==> src/rtl/afr_pkg.sv <==
// ----------------------------------------------------------------------------
// afr_pkg
// Types and constants for the API frame receiver core.
// ----------------------------------------------------------------------------
`default_nettype none

package afr_pkg;

    localparam logic [7:0] SYNC_BYTE = 8'h7E;
    localparam logic [7:0] GOOD_SUM  = 8'hFF;

    localparam logic KIND_PAYLOAD = 1'b0;
    localparam logic KIND_END     = 1'b1;

    localparam logic [1:0] ST_OK       = 2'd0;
    localparam logic [1:0] ST_CHECKSUM = 2'd1;
    localparam logic [1:0] ST_LINE     = 2'd2;
    localparam logic [1:0] ST_ZERO_LEN = 2'd3;

    typedef struct packed {
        logic [7:0] rx_byte;
        logic       line_error;
    } in_item_t;

    typedef struct packed {
        logic        kind;
        logic [7:0]  data;
        logic [7:0]  frame_type;
        logic [15:0] frame_length;
        logic [1:0]  status;
        logic        last;
    } out_item_t;

endpackage

`default_nettype wire

==> src/rtl/api_frame_receiver_core.sv <==
// ----------------------------------------------------------------------------
// api_frame_receiver_core
// Hunts for sync, parses length and type, passes payload bytes straight out
// and closes each frame with an end item carrying type, length and status.
// ----------------------------------------------------------------------------
//  channel | direction | ports                       | item
//  s_      | in        | s_valid, s_ready, s_item    | received byte + line error
//  m_      | out       | m_valid, m_ready, m_item    | payload byte or frame end
//
//  One item per cycle sustained while m_ does not stall; an accepted item passes
//  the input register, then the parser and the result register.
//  Synchronous active-low reset returns the parser to sync hunt, empties both
//  registers. A stall on m_ holds the input register, and s_ready falls once
//  it is full. Items that give no result (header bytes) still wait their turn.
// ----------------------------------------------------------------------------
`default_nettype none

module api_frame_receiver_core (
    input  wire logic              aclk,
    input  wire logic              aresetn,
    input  wire logic              s_valid,
    output logic                   s_ready,
    input  wire afr_pkg::in_item_t s_item,
    output logic                   m_valid,
    input  wire logic              m_ready,
    output afr_pkg::out_item_t     m_item
);

    typedef enum logic [2:0] {
        PH_HUNT    = 3'd0,
        PH_LEN_HI  = 3'd1,
        PH_LEN_LO  = 3'd2,
        PH_TYPE    = 3'd3,
        PH_PAYLOAD = 3'd4,
        PH_CHECK   = 3'd5
    } phase_t;

    phase_t             phase_reg, phase_next;
    logic [15:0]        length_reg, length_next;
    logic [15:0]        count_reg, count_next;
    logic [7:0]         sum_reg, sum_next;
    logic [7:0]         type_reg, type_next;

    logic               in_valid_reg;
    afr_pkg::in_item_t  in_item_reg;
    logic               out_valid_reg;
    afr_pkg::out_item_t out_item_reg;

    logic               advance;
    logic               has_result;
    afr_pkg::out_item_t result;
    logic [15:0]        len_full;
    logic [7:0]         total;

    assign advance = in_valid_reg && (!out_valid_reg || m_ready);
    assign s_ready = !in_valid_reg || advance;
    assign m_valid = out_valid_reg;
    assign m_item  = out_item_reg;

    assign len_full = {length_reg[15:8], in_item_reg.rx_byte};
    assign total    = sum_reg + in_item_reg.rx_byte;

    always_comb begin
        phase_next  = phase_reg;
        length_next = length_reg;
        count_next  = count_reg;
        sum_next    = sum_reg;
        type_next   = type_reg;
        has_result  = 1'b0;
        result      = '0;
        case (phase_reg)
            PH_LEN_HI: begin
                length_next = {in_item_reg.rx_byte, 8'h00};
                phase_next  = PH_LEN_LO;
            end
            PH_LEN_LO: begin
                length_next = len_full;
                if (len_full == 16'd0) begin
                    phase_next          = PH_HUNT;
                    has_result          = 1'b1;
                    result.kind         = afr_pkg::KIND_END;
                    result.status       = afr_pkg::ST_ZERO_LEN;
                    result.last         = 1'b1;
                end else begin
                    phase_next = PH_TYPE;
                end
            end
            PH_TYPE: begin
                type_next  = in_item_reg.rx_byte;
                sum_next   = in_item_reg.rx_byte;
                count_next = 16'd0;
                phase_next = (length_reg == 16'd1) ? PH_CHECK : PH_PAYLOAD;
            end
            PH_PAYLOAD: begin
                sum_next   = total;
                count_next = count_reg + 16'd1;
                if (count_next >= length_reg - 16'd1) begin
                    phase_next = PH_CHECK;
                end
                has_result          = 1'b1;
                result.kind         = afr_pkg::KIND_PAYLOAD;
                result.data         = in_item_reg.rx_byte;
                result.frame_type   = type_reg;
                result.frame_length = length_reg;
                result.status       = afr_pkg::ST_OK;
            end
            PH_CHECK: begin
                phase_next          = PH_HUNT;
                has_result          = 1'b1;
                result.kind         = afr_pkg::KIND_END;
                result.frame_type   = type_reg;
                result.frame_length = length_reg;
                result.last         = 1'b1;
                if (total != afr_pkg::GOOD_SUM) begin
                    result.status = afr_pkg::ST_CHECKSUM;
                end else if (in_item_reg.line_error) begin
                    result.status = afr_pkg::ST_LINE;
                end else begin
                    result.status = afr_pkg::ST_OK;
                end
            end
            default: begin
                phase_next = PH_HUNT;
                if (in_item_reg.rx_byte == afr_pkg::SYNC_BYTE && !in_item_reg.line_error) begin
                    phase_next = PH_LEN_HI;
                end
            end
        endcase
    end

    always_ff @(posedge aclk) begin
        if (!aresetn) begin
            phase_reg     <= PH_HUNT;
            length_reg    <= '0;
            count_reg     <= '0;
            sum_reg       <= '0;
            type_reg      <= '0;
            in_valid_reg  <= 1'b0;
            out_valid_reg <= 1'b0;
        end else begin
            if (s_valid && s_ready) begin
                in_valid_reg <= 1'b1;
            end else if (advance) begin
                in_valid_reg <= 1'b0;
            end
            if (advance) begin
                phase_reg     <= phase_next;
                length_reg    <= length_next;
                count_reg     <= count_next;
                sum_reg       <= sum_next;
                type_reg      <= type_next;
                out_valid_reg <= has_result;
            end else if (m_ready) begin
                out_valid_reg <= 1'b0;
            end
        end
    end

    always_ff @(posedge aclk) begin
        if (s_valid && s_ready) begin
            in_item_reg <= s_item;
        end
        if (advance && has_result) begin
            out_item_reg <= result;
        end
    end

endmodule

`default_nettype wire

==> config.mk <==
export PLATFORM = sky130hd
export DESIGN_NAME = api_frame_receiver_core
export DESIGN_NICKNAME = d
export VERILOG_FILES = /design/src/rtl/afr_pkg.sv /design/src/rtl/api_frame_receiver_core.sv
export SDC_FILE = /design/constraint.sdc
export NUM_CORES = 1
export LEC_CHECK = 0
export BUFFER_PORTS_ARGS = -buffer_cell sky130_fd_sc_hd__buf_2
export CAP_MARGIN = 20
export CELL_PAD_IN_SITES_DETAIL_PLACEMENT = 0
export CELL_PAD_IN_SITES_GLOBAL_PLACEMENT = 1
export CORE_MARGIN = 10
export CORE_UTILIZATION = 44
export CTS_CLUSTER_SIZE = 10
export DETAILED_ROUTE_END_ITERATION = 10
export PLACE_DENSITY = 0.88
export REMOVE_ABC_BUFFERS = 1
export SYNTH_ARGS = -nofsm -noshare
export SYNTH_HDL_FRONTEND = slang
export SYNTH_SLANG_ARGS = --single-unit
==> constraint.sdc <==
create_clock -name aclk -period 3.69 [get_ports aclk]
set_input_delay 0 -clock aclk [delete_from_list [all_inputs] [get_ports aclk]]
set_output_delay 0 -clock aclk [all_outputs]
set_load 0.01 [all_outputs]
Word level (Yosys, flattened, before mapping) --
Cells that the tools add are included.
Word-level totals: bits in registers 98, bits of input ports 13, output and inout port bits 38, logic and storage cells 70
Operators by class: $add $sub $neg 3, $lt $le $gt $ge 1, eq/ne operators 9, muxes and demuxes 20, bitwise logic cells 1, reduce and logical (&&, ||, !) cells 20
Operator list (number):
- 16-bit case mux with 2 select lines | 2
- 16-bit by 1-bit adder with 16-bit output, second input constant | 1
- 16-bit by 1-bit equality test with 1-bit output, second input constant | 1
- 16-bit greater-or-equal comparator | 1
- 16-bit zero test | 1
- 8-bit case mux with 2 select lines | 1
- 16-bit by 1-bit subtractor with 16-bit output, second input constant | 1
- 3-bit case mux with 5 select lines | 1
- 8-bit adder | 1
- 8-bit by 7-bit equality test with 1-bit output, second input constant | 1
- 8-bit inequality test, second input constant | 1
- 2-bit AND reduction | 4
- 2-bit nonzero test | 4
- 1-bit two-way mux | 7
- 3-bit by 2-bit equality test with 1-bit output, second input constant | 2
- 3-bit equality test, second input constant | 2
- 2-bit two-way mux | 3
- 3-bit two-way mux | 2
- 1-bit case mux with 2 select lines | 3
- 1-bit logical AND | 4
- 2-bit case mux with 2 select lines | 1
- 3-bit by 1-bit equality test with 1-bit output, second input constant | 1
- 1-bit zero test | 3
- 3-bit AND reduction | 1
- other kinds (4) | 5

Logic depth before layout (Yosys ltp) --
depth after elaboration 6, depth in mapped cells 12, gate-level depth less buffers 12

Least setup slack after synthesis --
OpenSTA, ideal clock, no wires.
path kind register -> register, start point register length_reg[8], end point register out_item_reg (netlist bit m_item[10]), enable pin, arrival time 2577 ps, required time 3285 ps, setup slack 708 ps, cell stages (with the launch flop) 7, buffers on the path 1, clock period less this slack 2982 ps, path through dfxtp_1 -> buf_6 -> nor4_4 -> or4b_4 -> nor3_4 -> nand3_2 -> a21oi_2
On the way: longest elaborated chain between the ends 4
RTL lines:
- start: declaration | line api_frame_receiver_core.sv:39 | logic [15:0] length_reg, length_next;
- start signal: assignment | line api_frame_receiver_core.sv:148 | length_reg <= length_next;
- 16-bit zero test | line api_frame_receiver_core.sv:78 | if (len_full == 16'd0) begin
- 1-bit two-way mux | line api_frame_receiver_core.sv:78
- 1-bit case mux with 2 select lines | line api_frame_receiver_core.sv:71 | case (phase_reg)
- 1-bit logical AND | line api_frame_receiver_core.sv:163 | if (advance && has_result) begin
- end signal: assignment | line api_frame_receiver_core.sv:164 | out_item_reg <= result;
- end: declaration | line api_frame_receiver_core.sv:47 | afr_pkg::out_item_t out_item_reg;
No other way between the ends. A chain may end at the register's enable or synchronous reset.

Worst setup path in the final report --
start point register length_reg[2], end point register phase_reg[2]
On the way: longest elaborated chain between the ends 4
RTL lines:
- 16-bit by 1-bit subtractor with 16-bit output | line api_frame_receiver_core.sv:97 | if (count_next >= length_reg - 16'd1) begin
- 16-bit greater-or-equal comparator | line api_frame_receiver_core.sv:97
- 2-bit inequality test (no line)
- 2-bit AND reduction (no line)
- end signal: assignment | line api_frame_receiver_core.sv:147 | phase_reg <= phase_next;
- end: declaration | line api_frame_receiver_core.sv:38 | phase_t phase_reg, phase_next;
No other way between the ends.

==> flow_metrics.env <==
export IMPL_vias=4075
export IMPL_finalHoldViolations=0
export IMPL_wl_mm=12.5
export IMPL_synth_area_um2=5040
export IMPL_core_um2=11300
export IMPL_hpwlAfterDp_mm=8.78
export IMPL_p_clk_share_pct=47.2
export IMPL_finalCritPeriodShare_pct=89.4
export IMPL_largest_reg_flops=35
export IMPL_crit_family="simple AND/OR/NAND/NOR gates"
export IMPL_p_sw_uw=463
export IMPL_end_kind="flip-flop"
export IMPL_worstMarginPinSlew_ns=0.994
export IMPL_r2r_setup_slack_ns=0.39
export IMPL_mostFrequentLayoutCells="66 x nand2_1, 53 x dfxtp_1, 50 x buf_2, 44 x edfxtp_1, 35 x nor2_1"
export IMPL_timing_slew_headroom_pct=33.6
export IMPL_async_flop_share_pct=0
export IMPL_antenna_found_initial=0
export IMPL_max_stage_delay_ns=0.62
export IMPL_ys_ff_latch=97
export IMPL_cellLeakagePower_nw=2.17
export IMPL_post_cts_buffers=0
export IMPL_fmax_mhz=303
export IMPL_intPower_mw=1.82
export IMPL_cts_hold_fix_buffers=10
export IMPL_synthTopCellsByArea="edfxtp_1 26%, dfxtp_1 21%, ha_1 6.5%, nand2_1 4.9%, xnor2_1 3.8%"
export IMPL_worst_path_buf_inv=0
export IMPL_dr_first_iter_drc_count=415
export IMPL_die_w_um=127
export IMPL_synthDistinctLibCells=61
export IMPL_power_frac_comb_pct=2.7
export IMPL_period_minus_slack_ns=3.30
export IMPL_grt_pass1_wl_mm=20.5
export IMPL_cts_resized=0
export IMPL_power_per_cell_area_nw_per_um2=388
export IMPL_clk_latency_ns=0.35
export IMPL_numPortBuffers=50
export IMPL_r2r_start="length_reg[2]$_SDFFE_PN0P_"
export IMPL_rr_worst_depth=12
export IMPL_path_max_fanout=6
export IMPL_grt_start_max_net_pins=38
export IMPL_seq_power_share_pct=50.1
export IMPL_setup_viol=0
export IMPL_cts_tree="built"
export IMPL_synth_edff_count=44
export IMPL_die_area_um2=16100
export IMPL_critPathKind="reg2reg"
export IMPL_maxCapViolations=0
export IMPL_grtUsageTotal_pct=15.5
export IMPL_tns_ns=0
export IMPL_rsz0062_at_grt="no"
export IMPL_yosys_warnings=0
export IMPL_syn_avg_cell_area_um2=9.63
export IMPL_initial_utilization_pct=44.5
export IMPL_gp_congestion=0.832
export IMPL_first_global_vias=4040
export IMPL_cts_root_buffer="clkbuf_16"
export IMPL_swShare_pct=20.3
export IMPL_vdd_ir_drop_max_uv=249
export IMPL_cp_num_cells=12
export IMPL_wl_per_cell_um=17.3
export IMPL_arrival_ns=3.54
export IMPL_slew_violations=0
export IMPL_startpoint_type="flip-flop"
export IMPL_cp_slowest_cell="or4_1"
export IMPL_synth_seq_area_share_pct=47.3
export IMPL_synth_main_ff_cell="dfxtp_1"
export IMPL_cts_sinks=97
export IMPL_overflow=0
export IMPL_avgViaCountPerCell=5.62
export IMPL_min_path_cells=3
export IMPL_r2r_end="phase_reg[2]$_SDFFE_PN0P_"
export IMPL_n_antenna_cell=0
export IMPL_layout_commonest_cell="nand2_1"
export IMPL_area_growth_pct=16.8
export IMPL_finalClockSkew_ns=0.00906
export IMPL_drt_first_pass_iters=5
export IMPL_htreeDepth=3
export IMPL_netlist_instances=523
export IMPL_clk_path_buf_depth=2
export IMPL_die_h_um=127
export IMPL_synth_top_cell_area_share_pct=26.2
export IMPL_ios=51
export IMPL_cp_cell_sequence="or4_1 -> nor3_2 -> nand3_1 -> nor4_1 -> xnor2_1 -> ha_1 -> nand4_1 -> a211oi_1 -> nor4_1 -> o211ai_1 -> nand3_1 -> a31o_1"
export IMPL_min_delay_start="m_ready"
export IMPL_nets=617
export IMPL_cp_required_ns=3.93
export IMPL_cts_buffers=9
export IMPL_final_antenna_net_count=0
export IMPL_status="complete, no violations"
export IMPL_clkSlewWorstSetupHoldPaths_ns=0.07
export IMPL_drc=0
export IMPL_min_to="m_valid$_SDFFE_PN0P_"
export IMPL_synth_top_cell_by_area="edfxtp_1"
export IMPL_min_path_type="in2reg"
export IMPL_finalPower_mw=2.28
export IMPL_drive_above_1_share_pct=14.1
export IMPL_rows=39
## cells in the mapped netlist (all sizes together), types with 2 or more instances
cell type,number
a21oi,32
o211ai,3
or3,5
o21ai,12
a21boi,25
nor3,10
a311oi,2
and3,8
edfxtp,44
and2,28
nand2b,3
nor3b,3
a211oi,4
dfxtp,53
o21a,4
ha,26
inv,7
nand3,33
o22ai,3
nand4,11
a21o,3
xnor2,22
nor2b,10
nor4,9
nor2,35
xor2,13
nand2,66
buf,6
clkbuf,20
nand4b,2
## worst min-delay path, cell delays in order
cell and delay [ns]:
buf_2 0.08, nor2b_1 0.05, o21a_1 0.18
## worst max path at each step
stage | start | slack [ns] | to
floorplan | length_reg[8]$_SDFFE_PN0P_ | 0.72 | m_item[10]$_SDFFCE_PN0P_
global placement | length_reg[2]$_SDFFE_PN0P_ | 0.64 | phase_reg[2]$_SDFFE_PN0P_
detailed placement | length_reg[2]$_SDFFE_PN0P_ | 0.43 | phase_reg[2]$_SDFFE_PN0P_
CTS | length_reg[2]$_SDFFE_PN0P_ | 0.43 | phase_reg[2]$_SDFFE_PN0P_
global route | count_reg[2]$_SDFFE_PN0P_ | 0.09 | phase_reg[2]$_SDFFE_PN0P_
finish | length_reg[2]$_SDFFE_PN0P_ | 0.39 | phase_reg[2]$_SDFFE_PN0P_
## power groups by stage
| stage | registers, mW | clock network, mW | logic [mW] |
|---|---|---|---|
| finish | 1.15 | 1.08 | 0.0617 |
| global route | 1.15 | 1.14 | 0.0679 |
| CTS | 1.14 | 1.09 | 0.0614 |
| detailed placement | 1.17 | 0 | 0.0530 |
| global placement | 1.17 | 0 | 0.0515 |
| floorplan | 1.16 | 0 | 0.0298 |
## through the flow
| step | hold WS (ns) | utilization, % | setup slack, ns | instance area (um^2) | instances |
|---|---|---|---|---|---|
| after floorplan | 0.0989 | - | 0.722 | 4920 | 497 |
| after global placement | 0.177 | 48.1 | 0.642 | 5440 | 699 |
| after detailed placement | 0.178 | 48.1 | 0.433 | 5440 | 699 |
| after CTS | 0.0103 | 52.0 | 0.425 | 5890 | 725 |
| after global routing | 0.0217 | 52.0 | 0.0900 | 5890 | 725 |
| final | 0.0118 | 52.0 | 0.390 | 5890 | 725 |
## routing by layer
layer  global-route usage, %  part of all wire (%)  up-vias
li1                        -                     -     1977
met1                    19.3                    44     1941
met2                    25.4                    47      131
met3                    2.77                   5.9       26
met4                    7.37                   2.8        0
met5                       0                     0        -
## kinds of logic (layout without fill, tap and decap cells)
group,count (synthesis),in the layout,synth area share (%)
AO/OA/AOI/OAI,100,100,13.0
AND/OR/NAND/NOR,228,228,23.5
XOR/XNOR,35,35,6.08
multiplexers,2,2,0.422
flip-flops,97,97,47.3
buffers and inverters,34,93,2.86
adder cells (fa/ha/maj),27,27,6.85
## layout make-up
type                            instances  area [um^2]
Inverter                                8         30.0
Multi-Input combinational cell        392         2520
Clock buffer                           10          229
Fill cell                            1022         5430
Tap cell                              143          179
Timing Repair Buffer                   69          430
Clock inverter                          6          116
Sequential cell                        97         2380
(Power assumes the default switching activity.)
